## config.mk

```make
export PLATFORM = sky130hd
export DESIGN_NAME = em3_queue
export DESIGN_NICKNAME = d
export VERILOG_FILES = /design/src/rtl/core/em3_pkg.sv /design/src/rtl/core/em3_queue.sv
export SDC_FILE = /design/constraint.sdc
export NUM_CORES = 1
export LEC_CHECK = 0
export ABC_AREA = 1
export BUFFER_PORTS_ARGS = -buffer_cell sky130_fd_sc_hd__buf_2
export CAP_MARGIN = 20
export CORE_UTILIZATION = 30
export CTS_CLUSTER_DIAMETER = 120
export DETAILED_ROUTE_END_ITERATION = 10
export PLACE_DENSITY = 0.44
export SETUP_SLACK_MARGIN = 0.05
export SLEW_MARGIN = 20
export SYNTH_ARGS = -nofsm -noshare
export SYNTH_HDL_FRONTEND = slang
export SYNTH_SLANG_ARGS = --single-unit
```

## constraint.sdc

```tcl
create_clock -name clock -period 5.97 [get_ports clock]
set_clock_uncertainty 0.15 [all_clocks]
set_input_delay 0 -clock clock [delete_from_list [all_inputs] [get_ports clock]]
set_output_delay 0 -clock clock [all_outputs]
set_load 0.03 [all_outputs]
```

## src/rtl/core/em3_pkg.sv

```systemverilog
// shared types and constants of the 3x3 edge magnitude filter
`timescale 1ns / 1ps
package em3_pkg;

   // image geometry
   localparam int MAX_WIDTH    = 2048;
   localparam int MAX_HEIGHT   = 2048;
   localparam int ADDR_WIDTH   = $clog2(MAX_WIDTH);
   localparam int DIM_WIDTH    = 12;
   localparam int POS_WIDTH    = 11;
   localparam int PIXEL_WIDTH  = 8;
   localparam int DIM_MIN      = 4;
   localparam int RESET_WIDTH  = 640;
   localparam int RESET_HEIGHT = 480;

   // first row and column that yield a result, and the offset to the window's corner
   localparam int OUT_START  = 3;
   localparam int POS_OFFSET = 2;

   // window and queue
   localparam int WIN_TAPS    = 9;
   localparam int QUEUE_DEPTH = 4;
   localparam int QPTR_WIDTH  = $clog2(QUEUE_DEPTH);
   localparam int QCNT_WIDTH  = $clog2(QUEUE_DEPTH + 1);

   // arithmetic widths
   localparam int GRAD_WIDTH     = 14;
   localparam int SQ_WIDTH       = 26;
   localparam int RADICAND_WIDTH = 16;
   localparam int ROOT_WIDTH     = 8;
   localparam int REM_WIDTH      = 9;
   localparam int SQRT_STEPS     = 8;

   // kernel weights, applied as column and row differences
   localparam logic signed [GRAD_WIDTH-1:0] KX_EDGE   = 14'sd1;
   localparam logic signed [GRAD_WIDTH-1:0] KX_CENTER = 14'sd2;
   localparam logic signed [GRAD_WIDTH-1:0] KY_EDGE   = 14'sd3;
   localparam logic signed [GRAD_WIDTH-1:0] KY_CENTER = 14'sd10;

   // register indexes
   typedef enum logic [0:0] {
      CSR_IMAGE_WIDTH  = 1'b0,
      CSR_IMAGE_HEIGHT = 1'b1
   } csr_index_type;

   typedef logic [PIXEL_WIDTH-1:0] pixel_type;
   typedef pixel_type [WIN_TAPS-1:0] window_type;

   typedef struct packed {
      logic [PIXEL_WIDTH-1:0] pixel;
      logic                   frame_start;
   } req_type;

   typedef struct packed {
      logic [PIXEL_WIDTH-1:0] magnitude;
      logic                   saturated;
      logic [POS_WIDTH-1:0]   out_row;
      logic [POS_WIDTH-1:0]   out_col;
   } rsp_type;

   typedef struct packed {
      logic [POS_WIDTH-1:0] row;
      logic [POS_WIDTH-1:0] col;
   } pos_type;

   // one window that yields a result, queued between front and back
   typedef struct packed {
      window_type win;
      pos_type    pos;
   } win_item_type;

endpackage

```

## src/rtl/core/em3_queue.sv

```systemverilog
// short queue of windows between front and back
`timescale 1ns / 1ps
module em3_queue
   import em3_pkg::*;
(
   input  logic         clock,
   input  logic         reset,
   input  logic         push_valid,
   output logic         push_ready,
   input  win_item_type push_data,
   output logic         pop_valid,
   input  logic         pop_ready,
   output win_item_type pop_data
);

   win_item_type            entry_ff [QUEUE_DEPTH];
   logic [QPTR_WIDTH-1:0]   wr_ptr_ff;
   logic [QPTR_WIDTH-1:0]   rd_ptr_ff;
   logic [QCNT_WIDTH-1:0]   count_ff;
   logic                    do_push;
   logic                    do_pop;

   assign push_ready = count_ff != QCNT_WIDTH'(QUEUE_DEPTH);
   assign pop_valid  = count_ff != '0;
   assign pop_data   = entry_ff[rd_ptr_ff];
   assign do_push    = push_valid && push_ready;
   assign do_pop     = pop_valid && pop_ready;

   // pointers and fill level
   always_ff @(posedge clock) begin
      if (reset) begin
         wr_ptr_ff <= '0;
         rd_ptr_ff <= '0;
         count_ff  <= '0;
      end else begin
         if (do_push) begin
            wr_ptr_ff <= wr_ptr_ff + 1'b1;
         end
         if (do_pop) begin
            rd_ptr_ff <= rd_ptr_ff + 1'b1;
         end
         if (do_push && !do_pop) begin
            count_ff <= count_ff + 1'b1;
         end else if (do_pop && !do_push) begin
            count_ff <= count_ff - 1'b1;
         end
      end
   end

   // entry storage
   always_ff @(posedge clock) begin
      if (do_push) begin
         entry_ff[wr_ptr_ff] <= push_data;
      end
   end

endmodule

```

==> results.json <==
{
  "status": "finished, final reports clean",
  "ys_seq_area_frac": 0.798,
  "tns_ns": 0,
  "synth_area_per_cell_um2": 14.7,
  "ys_types": 21,
  "io_pins": 194,
  "path_cells": "buf_16, inv_6, buf_4, o21ai_0, o22ai_1, buf_2",
  "arrival_ns": 3.55,
  "synth_top_area_frac": 0.785,
  "multi_input_area_um2": 2510,
  "critical-path-top-delay-family": "buffers and inverters",
  "worstSetupStartpointType": "flop",
  "p_int_mw": 5.29,
  "min_path_type": "in2reg",
  "die_w_um": 221,
  "clockPowerShare": 0.302,
  "cellLeakagePower_nw": 6.34,
  "hold_violations": 0,
  "syn_area_um2": 14400,
  "yosys.area.top_type": "edfxtp_1",
  "htreeDepth": 2,
  "synth_warnings": 0,
  "drt-initial-drc-count": 454,
  "clock-sinks": 385,
  "rows": 79,
  "drv_cap": 0,
  "cts_max_path_buffers": 3,
  "ys_top_cells_by_area": "edfxtp_1 79%, o21ai_0 5.3%, nor2_1 5.3%",
  "syn-num-nets": 1081,
  "cp.buffers_inverters": 4,
  "reg2reg_setup_slack_ns": 3.10,
  "cp_max_fo": 123,
  "fin_crit_sh": 0.620,
  "filler_cell_count": 4466,
  "cts_root_buffer": "clkbuf_16",
  "stdcell_count": 1910,
  "grt_first_pass_wirelength_um": 54300,
  "place_ws_ns": 2.81,
  "core_area_um2": 47000,
  "viasPerCell": 4.71,
  "clock_latency_ns": 0.55,
  "wirelength_um": 35800,
  "setup_viol_count_final": 0,
  "final_max_slew_viol_count": 0,
  "cts_tree": "done",
  "die_y_um": 221,
  "nets": 1373,
  "crit_path_max_incr_delay_ns": 0.73,
  "drtPass1Iterations": 4,
  "gp_congestion": 0.696,
  "syn_inst": 977,
  "vdd_ir_drop_max_mv": 0.279,
  "seqPwrFrac": 0.418,
  "whs_ns": 0.0376,
  "drive_gt1_frac": 0.206,
  "synth_seq_cells": 385,
  "area_delta_synth_final_pct": 26.9,
  "switchingPower_mw": 2.80,
  "final_cell_mix": "376 x edfxtp_1, 198 x nor2_1, 193 x buf_2",
  "powerDensity_nw_per_um2": 443,
  "ant_nets": 0,
  "p_comb_frac": 0.279,
  "dp_cells": 1726,
  "cts.repair.resized": 0,
  "path_class": "reg2out",
  "seq_area_um2": 11500,
  "end_kind": "output pin",
  "numCtsBuffers": 44,
  "final_common_cell": "edfxtp_1",
  "slowest_stage": "buf_4",
  "clkTransAtPathRegs_ns": 0.06,
  "dpl.hpwl_um": 18900,
  "swShare": 0.346,
  "route.detailed.drc": 0,
  "dieArea_um2": 48800,
  "slew_headroom": 0.302,
  "rsz0062_at_grt": "no",
  "setup_slack_ns": 2.27,
  "wl_per_cell_um": 18.8,
  "fmax_mhz": 270,
  "worst_pin_slew_ns": 1.05,
  "grt_pass1_vias": 8912,
  "power_mw": 8.09,
  "grt_max_degree": 124,
  "start_util": 0.306,
  "fin_crit_ns": 3.70,
  "cp_data_required_time_ns": 5.82,
  "grt_use_total": 0.146,
  "num_vias": 8994,
  "grt_overflow": 0,
  "port_buffers": 193,
  "antenna_found_initial": 4
}
path summary, 6_finish.rpt:
path | cells past startpoint | startpoint | endpoint
min | 2 | push_data[71] | entry_ff[0][71]$_DFFE_PP_
max reg2reg | 5 | count_ff[0]$_SDFFE_PP0P_ | entry_ff[1][90]$_DFFE_PP_
max | 6 | flop | pop_data[84]
min reg2reg | 2 | rd_ptr_ff[1]$_SDFFE_PP0P_ | flop
cells by family (layout without fill, tap and decap cells):
logic type	after synthesis	in the layout	synth area share
XOR/XNOR	1	1	0.000609
AO/OA/AOI/OAI	286	286	0.108
other	0	3	0
flip-flops	385	385	0.798
AND/OR/NAND/NOR	222	222	0.0586
adder cells (fa/ha/maj)	6	6	0.00574
buffers and inverters	77	400	0.0298
state kept, by name, summed over array words and instances, names as in the netlist, named ones only:
signal	flops
entry_ff	376
count_ff	3
rd_ptr_ff	2
wr_ptr_ff	2
cell usage after synthesis:
master	count
o22ai_1	94
dfxtp_1	9
nor2_1	202
edfxtp_1	376
nand3_1	4
inv_2	1
nand2_1	15
clkbuf_1	39
nand3b_1	1
inv_6	1
fa_1	1
inv_1	14
a21oi_1	3
o21ai_1	37
buf_4	4
o21ai_0	152
xor2_1	1
buf_12	1
buf_6	13
buf_2	4
ha_1	5
per-layer routing:
metal	global-route usage	share of wire
met1	0.204	0.48
met3	0.0328	0.048
met4	0.0485	0.020
met5	0	0.00075
met2	0.224	0.45
worst reg2reg max path: stages, from the launching register on:
cell	delay [ns]
dfxtp_1	0.41
nor2_1	0.08
nand2_1	0.12
nand2_1	0.26
nor2_4	0.73
buf_4	0.72
power by group through the flow:
stage | sequential [mW] | clock [mW] | combinational [mW]
after CTS | 3.44 | 2.53 | 2.25
after detailed placement | 3.50 | 0 | 2.19
after global placement | 3.49 | 0 | 2.19
after floorplan | 3.43 | 0 | 1.55
final | 3.39 | 2.45 | 2.26
after global routing | 3.41 | 2.62 | 2.46
final cells by class:
cell class / instances / area share
sequential: 385 / 0.629
multi-input combinational: 515 / 0.138
timing repair buffer: 307 / 0.117
clock buffer: 56 / 0.0639
tap: 607 / 0.0416
clock inverter: 21 / 0.00720
inverter: 16 / 0.00356
antenna: 3 / 0.000411
through the flow:
stage / utilization / instance area [um^2]
CTS: 0.388 / 18200
detailed placement: 0.338 / 15900
global route: 0.389 / 18300
floorplan: - / 14400
finish: 0.389 / 18300
global placement: 0.338 / 15900
repair_timing:
action	4_1_cts	5_1_grt
setup buffers	0	0
hold endpoints to repair	385	0
hold buffers	102	0
Note: power is estimated with default switching activity, not from simulation.
