===== config.mk =====
export PLATFORM = sky130hd
export DESIGN_NAME = em3_back
export DESIGN_NICKNAME = d
export VERILOG_FILES = /design/src/rtl/core/em3_pkg.sv /design/src/rtl/core/em3_back.sv
export SDC_FILE = /design/constraint.sdc
export NUM_CORES = 2
export LEC_CHECK = 0
export CAP_MARGIN = 20
export CORE_MARGIN = 2
export CORE_UTILIZATION = 30
export DETAILED_ROUTE_END_ITERATION = 8
export DONT_BUFFER_PORTS = 1
export PLACE_DENSITY = 0.53
export SLEW_MARGIN = 20
export SYNTH_ARGS = -nofsm -noshare
export SYNTH_HDL_FRONTEND = slang
export SYNTH_SLANG_ARGS = --single-unit

===== constraint.sdc =====
create_clock -name clock -period 20.3 [get_ports clock]
set_input_delay 2.03 -clock clock [delete_from_list [all_inputs] [get_ports clock]]
set_output_delay 2.03 -clock clock [all_outputs]
set_load 0.03 [all_outputs]

===== src/rtl/core/em3_pkg.sv =====
// shared types and constants of the 3x3 edge magnitude filter
`timescale 1ns / 1ps
package em3_pkg;

   // image geometry
   localparam int MAX_WIDTH    = 2048;
   localparam int MAX_HEIGHT   = 2048;
   localparam int ADDR_WIDTH   = $clog2(MAX_WIDTH);
   localparam int DIM_WIDTH    = 12;
   localparam int POS_WIDTH    = 11;
   localparam int PIXEL_WIDTH  = 8;
   localparam int DIM_MIN      = 4;
   localparam int RESET_WIDTH  = 640;
   localparam int RESET_HEIGHT = 480;

   // first row and column that yield a result, and the offset to the window's corner
   localparam int OUT_START  = 3;
   localparam int POS_OFFSET = 2;

   // window and queue
   localparam int WIN_TAPS    = 9;
   localparam int QUEUE_DEPTH = 4;
   localparam int QPTR_WIDTH  = $clog2(QUEUE_DEPTH);
   localparam int QCNT_WIDTH  = $clog2(QUEUE_DEPTH + 1);

   // arithmetic widths
   localparam int GRAD_WIDTH     = 14;
   localparam int SQ_WIDTH       = 26;
   localparam int RADICAND_WIDTH = 16;
   localparam int ROOT_WIDTH     = 8;
   localparam int REM_WIDTH      = 9;
   localparam int SQRT_STEPS     = 8;

   // kernel weights, applied as column and row differences
   localparam logic signed [GRAD_WIDTH-1:0] KX_EDGE   = 14'sd1;
   localparam logic signed [GRAD_WIDTH-1:0] KX_CENTER = 14'sd2;
   localparam logic signed [GRAD_WIDTH-1:0] KY_EDGE   = 14'sd3;
   localparam logic signed [GRAD_WIDTH-1:0] KY_CENTER = 14'sd10;

   // register indexes
   typedef enum logic [0:0] {
      CSR_IMAGE_WIDTH  = 1'b0,
      CSR_IMAGE_HEIGHT = 1'b1
   } csr_index_type;

   typedef logic [PIXEL_WIDTH-1:0] pixel_type;
   typedef pixel_type [WIN_TAPS-1:0] window_type;

   typedef struct packed {
      logic [PIXEL_WIDTH-1:0] pixel;
      logic                   frame_start;
   } req_type;

   typedef struct packed {
      logic [PIXEL_WIDTH-1:0] magnitude;
      logic                   saturated;
      logic [POS_WIDTH-1:0]   out_row;
      logic [POS_WIDTH-1:0]   out_col;
   } rsp_type;

   typedef struct packed {
      logic [POS_WIDTH-1:0] row;
      logic [POS_WIDTH-1:0] col;
   } pos_type;

   // one window that yields a result, queued between front and back
   typedef struct packed {
      window_type win;
      pos_type    pos;
   } win_item_type;

endpackage


===== src/rtl/core/em3_back.sv =====
// back end: gradients, squares, saturation and pipelined square root
`timescale 1ns / 1ps
module em3_back
   import em3_pkg::*;
(
   input  logic         clock,
   input  logic         reset,
   input  logic         pop_valid,
   output logic         pop_ready,
   input  win_item_type pop_data,
   output logic         rsp_valid,
   input  logic         rsp_ready,
   output rsp_type      rsp_data
);

   typedef struct packed {
      logic [REM_WIDTH-1:0]      rem;
      logic [ROOT_WIDTH-1:0]     root;
      logic [RADICAND_WIDTH-1:0] n;
      logic                      sat;
      pos_type                   pos;
   } sqrt_stage_type;

   function automatic logic signed [GRAD_WIDTH-1:0] tap(input pixel_type p);
      return signed'(GRAD_WIDTH'(p));
   endfunction

   logic                              advance;

   logic                              g_valid_ff;
   logic signed [GRAD_WIDTH-1:0]      gx_ff, gx_in;
   logic signed [GRAD_WIDTH-1:0]      gy_ff, gy_in;
   pos_type                           g_pos_ff;

   logic                              q_valid_ff;
   logic [SQ_WIDTH-1:0]               sqx_ff, sqy_ff;
   logic signed [2*GRAD_WIDTH-1:0]    sqx_full, sqy_full;
   pos_type                           q_pos_ff;

   logic                              s_valid_ff;
   logic [SQ_WIDTH-1:0]               sum;
   sqrt_stage_type                    s_ff, s_in;

   logic                              r_valid_ff [SQRT_STEPS];
   sqrt_stage_type                    r_ff [SQRT_STEPS];
   sqrt_stage_type                    r_in [SQRT_STEPS];

   logic                              rsp_valid_ff;
   rsp_type                           rsp_data_ff, rsp_data_in;

   assign advance   = !rsp_valid_ff || rsp_ready;
   assign pop_ready = advance;
   assign rsp_valid = rsp_valid_ff;
   assign rsp_data  = rsp_data_ff;

   // gradients as column and row differences of the window
   always_comb begin
      gx_in = KX_EDGE * ((tap(pop_data.win[2]) + tap(pop_data.win[8]))
                         - (tap(pop_data.win[0]) + tap(pop_data.win[6])))
            + KX_CENTER * (tap(pop_data.win[5]) - tap(pop_data.win[3]));
      gy_in = KY_EDGE * ((tap(pop_data.win[6]) + tap(pop_data.win[8]))
                         - (tap(pop_data.win[0]) + tap(pop_data.win[2])))
            + KY_CENTER * (tap(pop_data.win[7]) - tap(pop_data.win[1]));
   end

   // squares and their sum
   always_comb begin
      sqx_full = gx_ff * gx_ff;
      sqy_full = gy_ff * gy_ff;
      sum      = sqx_ff + sqy_ff;
      s_in.rem  = '0;
      s_in.root = '0;
      s_in.n    = sum[RADICAND_WIDTH-1:0];
      s_in.sat  = |sum[SQ_WIDTH-1:RADICAND_WIDTH];
      s_in.pos  = q_pos_ff;
   end

   // one result bit per root stage
   always_comb begin
      sqrt_stage_type            src;
      logic [REM_WIDTH+1:0]      rem_cat;
      logic [REM_WIDTH+1:0]      trial;
      for (int k = 0; k < SQRT_STEPS; k++) begin
         src     = (k == 0) ? s_ff : r_ff[(k == 0) ? 0 : k-1];
         rem_cat = {src.rem, src.n[RADICAND_WIDTH-1 -: 2]};
         trial   = {1'b0, src.root, 2'b01};
         r_in[k] = src;
         r_in[k].n = src.n << 2;
         if (rem_cat >= trial) begin
            r_in[k].rem  = REM_WIDTH'(rem_cat - trial);
            r_in[k].root = {src.root[ROOT_WIDTH-2:0], 1'b1};
         end else begin
            r_in[k].rem  = rem_cat[REM_WIDTH-1:0];
            r_in[k].root = {src.root[ROOT_WIDTH-2:0], 1'b0};
         end
      end
   end

   // result with saturation
   always_comb begin
      rsp_data_in.magnitude = r_ff[SQRT_STEPS-1].sat ? '1 : r_ff[SQRT_STEPS-1].root;
      rsp_data_in.saturated = r_ff[SQRT_STEPS-1].sat;
      rsp_data_in.out_row   = r_ff[SQRT_STEPS-1].pos.row;
      rsp_data_in.out_col   = r_ff[SQRT_STEPS-1].pos.col;
   end

   // stage valids, all moving together when the result register can take data
   always_ff @(posedge clock) begin
      if (reset) begin
         g_valid_ff   <= 1'b0;
         q_valid_ff   <= 1'b0;
         s_valid_ff   <= 1'b0;
         rsp_valid_ff <= 1'b0;
         for (int k = 0; k < SQRT_STEPS; k++) begin
            r_valid_ff[k] <= 1'b0;
         end
      end else if (advance) begin
         g_valid_ff    <= pop_valid;
         q_valid_ff    <= g_valid_ff;
         s_valid_ff    <= q_valid_ff;
         r_valid_ff[0] <= s_valid_ff;
         for (int k = 1; k < SQRT_STEPS; k++) begin
            r_valid_ff[k] <= r_valid_ff[k-1];
         end
         rsp_valid_ff  <= r_valid_ff[SQRT_STEPS-1];
      end
   end

   // stage payloads
   always_ff @(posedge clock) begin
      if (advance) begin
         gx_ff       <= gx_in;
         gy_ff       <= gy_in;
         g_pos_ff    <= pop_data.pos;
         sqx_ff      <= sqx_full[SQ_WIDTH-1:0];
         sqy_ff      <= sqy_full[SQ_WIDTH-1:0];
         q_pos_ff    <= g_pos_ff;
         s_ff        <= s_in;
         for (int k = 0; k < SQRT_STEPS; k++) begin
            r_ff[k] <= r_in[k];
         end
         rsp_data_ff <= rsp_data_in;
      end
   end

endmodule


==> results.md <==
- Initial Utilization: 30.25%
- Area contributors post-synth: edfxtp_1 (47%), fa_1 (19%), ha_1 (9.7%)
- Post-synth ARST share: 0%
- PortBufs: 0
- Clock skew: 0.03039 ns
- RePlAce Congestion: 0.7642
- Antenna violations before repair: 0
- Ys flop type: edfxtp_1
- Post-synthesis sequential element count: 530
- Sequential area share after synthesis: 47.49%
- Post-Syn Instances: 2646
- Worst reg2reg path endpoint: sqy_ff[25]
- Syn nets: 3317
- Yosys warns: 0
- Met2 Usage GRT: 17.28%
- Area after DPL: 35220 um2
- Post-route ant nets: 0
- Die X: 337.8 um
- Unrepaired setup endpoints after global routing: false
- Cell Area, Synth: 33430 um2
- Max-Cap Viols: 0
- First-pass GRT wire length: 90620 um
- Cell taking the most area after synthesis: edfxtp_1
- CTS resizes: 0
- Routed WL: 53090 um
- Core Rows: 122
- Worst skew pair latency: 0.64 ns
- Via/cell ratio: 4.228
- Global routing's busiest layer: met2
- Setup TNS: 0 ns
- Final HPWL DP: 39180 um
- Final slew viol count: 0
- CTS Hold Buffers Added: 0
- FILL cells: 11093
- Avg Inst Size Synth: 12.63 um2
- CTS H-tree depth: 2
- Number of buffers created by CTS: 58
- Final core occ: 33.58%
- Fin area: 37110 um2
- Worst r2r src: gy_ff[2]
- Routed wire per std cell: 12.61 um
- CP Max Fanout: 15
- Synth unique cells: 71
- Num ports: 131
- Final Hold Fails: 0
- Postcts setup bufs: 0
- Worst r2r path cells: 24
- Period utilization: 34.12%
- Critical Path Sink Type: flip-flop
- Met3 usage: 1.974%
- Yosys top cell area share: 47.25%
- Die area: 114100 um2
- WS Path Type: flip-flop to flip-flop
- Total GRT Usage: 9.678%
- Hold Crit Class: flip-flop to flip-flop
- DR vias: 17800
- Area grow syn2layout: 11.03%
- WP data arrival: 7.29 ns
- Required @ worst endpoint: 20.66 ns
- DR iter-0 viols: 739
- Core ar.: 110500 um2
- Final nets: 3350
- Met1 Track Usage GR: 11.91%
- Residual DRC count: 0
- Vias in the first global route: 18812
- Setup Viol. Count Final: 0
- TritonRoute pass-1 iters: 5
- Worst R2R Setup Slack: 13.37 ns
- Nature of the critical path startpoint: flip-flop
- Critical Path End: sqy_ff[25]
- Die Y-Extent: 337.8 um
- Layout cell share with drive strength beyond 1: 4.298%
- Overflow after GRT: 0
- Status: finished, final reports clean
- Worst slew margin: 30.69%
- CTS clock-pin slew for the worst setup and hold paths: 0.06 ns
- Post-synth EDFFs: 526
- Largest net degree at the start of global routing: 88
- CTS Sinks: 530
- Maximum clock path buffer count: 3
- CP Launch Point: gy_ff[2]
- Root Buffer: clkbuf_16
- CTS tree: yes
- Worst Max-Slew Pin Slew: 1.040 ns
- Tmin final: 6.927 ns
- F_max: 0.1444 GHz
- # diodes: 0
==> layout by cell type, fill, tap and decap left out, types with 6 or more instances in the layout <==
master / count
and3_1: 8
a21o_1: 34
ha_1: 260
mux2i_1: 6
or3_1: 8
clkbuf_1: 10
clkbuf_16: 58
nand4_1: 6
edfxtp_1: 526
a21oi_1: 105
a31oi_1: 6
o211ai_1: 9
o21bai_1: 17
or2_2: 11
o21a_1: 22
xnor2_1: 119
inv_1: 548
fa_1: 313
buf_4: 6
nor4_1: 6
xor2_1: 40
bufinv_16: 6
clkinv_2: 7
nor2_1: 108
o21ai_0: 45
nand3_1: 16
and2_1: 75
nand2b_1: 28
clkinv_1: 13
nor3_1: 30
nor2b_1: 31
nand2_1: 131
o21ai_1: 25
==> metrics by stage <==
| stage | instances | hold slack, ns | worst slack [ns] |
|---|---|---|---|
| after floorplan | 2646 | 0.4003 | 5.946 |
| after global placement | 4107 | 0.4003 | 13.08 |
| after detailed placement | 4107 | 0.4045 | 13.09 |
| after CTS | 4210 | 0.3988 | 13.36 |
| after global routing | 4210 | 0.3988 | 12.85 |
| final | 4210 | 0.4057 | 13.37 |
==> Yosys cell counts (5+ instances only) <==
cell	number
ha_1	260
nand3_1	16
nor3_1	30
nor4_1	6
edfxtp_1	526
nor2_1	108
xnor2_1	119
o21a_1	22
fa_1	313
o21bai_1	17
o41ai_1	5
a31oi_1	6
o21ai_0	45
and2_1	75
a21oi_1	106
nand4_1	6
xor2_1	40
nor2b_1	31
or2_2	11
mux2i_1	6
a21o_1	34
inv_1	549
nand2b_1	28
or3_1	8
clkbuf_1	33
o211ai_1	9
and3_1	8
o21ai_1	25
nand2_1	131
==> area by class of cell <==
class,count,area [um2],share of cell area (%)
Sequential cell,530,15880,42.78
Timing Repair Buffer,7,56.30,0.1517
Tap cell,1488,1862,5.017
Multi-Input combinational cell,1530,15350,41.37
Inverter,552,2081,5.607
Clock inverter,35,397.9,1.072
Clock buffer,68,1489,4.012
==> logic make-up (layout without fill, tap and decap cells) <==
family / after synthesis / in the layout / share of synthesized area [%]
compound gates: 310 / 310 / 5.862
flops: 530 / 530 / 47.49
fa+ha+maj: 573 / 573 / 28.48
other cells: 1 / 1 / 0.01122
xor+xnor: 159 / 159 / 4.166
simple gates: 475 / 475 / 7.019
buf+inv: 586 / 662 / 6.588
mux: 12 / 12 / 0.3818
==> state kept, by name, indices dropped and copies added, names as in the netlist <==
signal      count
rsp_data       31
r_ff          333
r_valid_ff      8
g_pos_ff       22
q_valid_ff      1
gy_ff          14
q_pos_ff       22
sqx_ff         21
r_in           37
s_ff            2
gx_ff          11
rsp_valid       1
sqy_ff         25
g_valid_ff      1
s_valid_ff      1
==> metal layers <==
metal	vias up	wire length (um)
li1	8809	-
met1	8697	23000
met2	225	26870
met3	69	2293
met4	0	935
met5	-	0
==> how the worst min path moves through the flow <==
stage,start,to,cells after the start
after floorplan,g_pos_ff[0],q_pos_ff[0],0
after global placement,r_ff[0][142],r_ff[0][198],0
after detailed placement,r_ff[0][87],r_ff[0][143],0
after CTS,g_pos_ff[21],q_pos_ff[21],0
after global routing,r_in[418],r_ff[0][24],0
final,r_ff[0][79],r_ff[0][135],0
==> worst max-delay path, stage by stage, from the launching register on <==
cell,delay (ns)
edfxtp_1,0.89
inv_1,0.42
nor2_1,0.32
fa_1,0.45
inv_1,0.07
fa_1,0.15
inv_1,0.05
fa_1,0.53
inv_1,0.07
fa_1,0.53
inv_1,0.05
fa_1,0.48
inv_1,0.06
fa_1,0.53
inv_1,0.04
ha_1,0.25
nor3_1,0.18
o211ai_1,0.17
nand3_1,0.14
a31oi_1,0.15
a311o_1,0.42
a21oi_1,0.25
o21ai_1,0.13
a21oi_1,0.20
xnor2_1,0.10
Power is left out: the tool's default activity adds up to more than one toggle a clock period on the data nets, which glitch-free logic cannot reach.
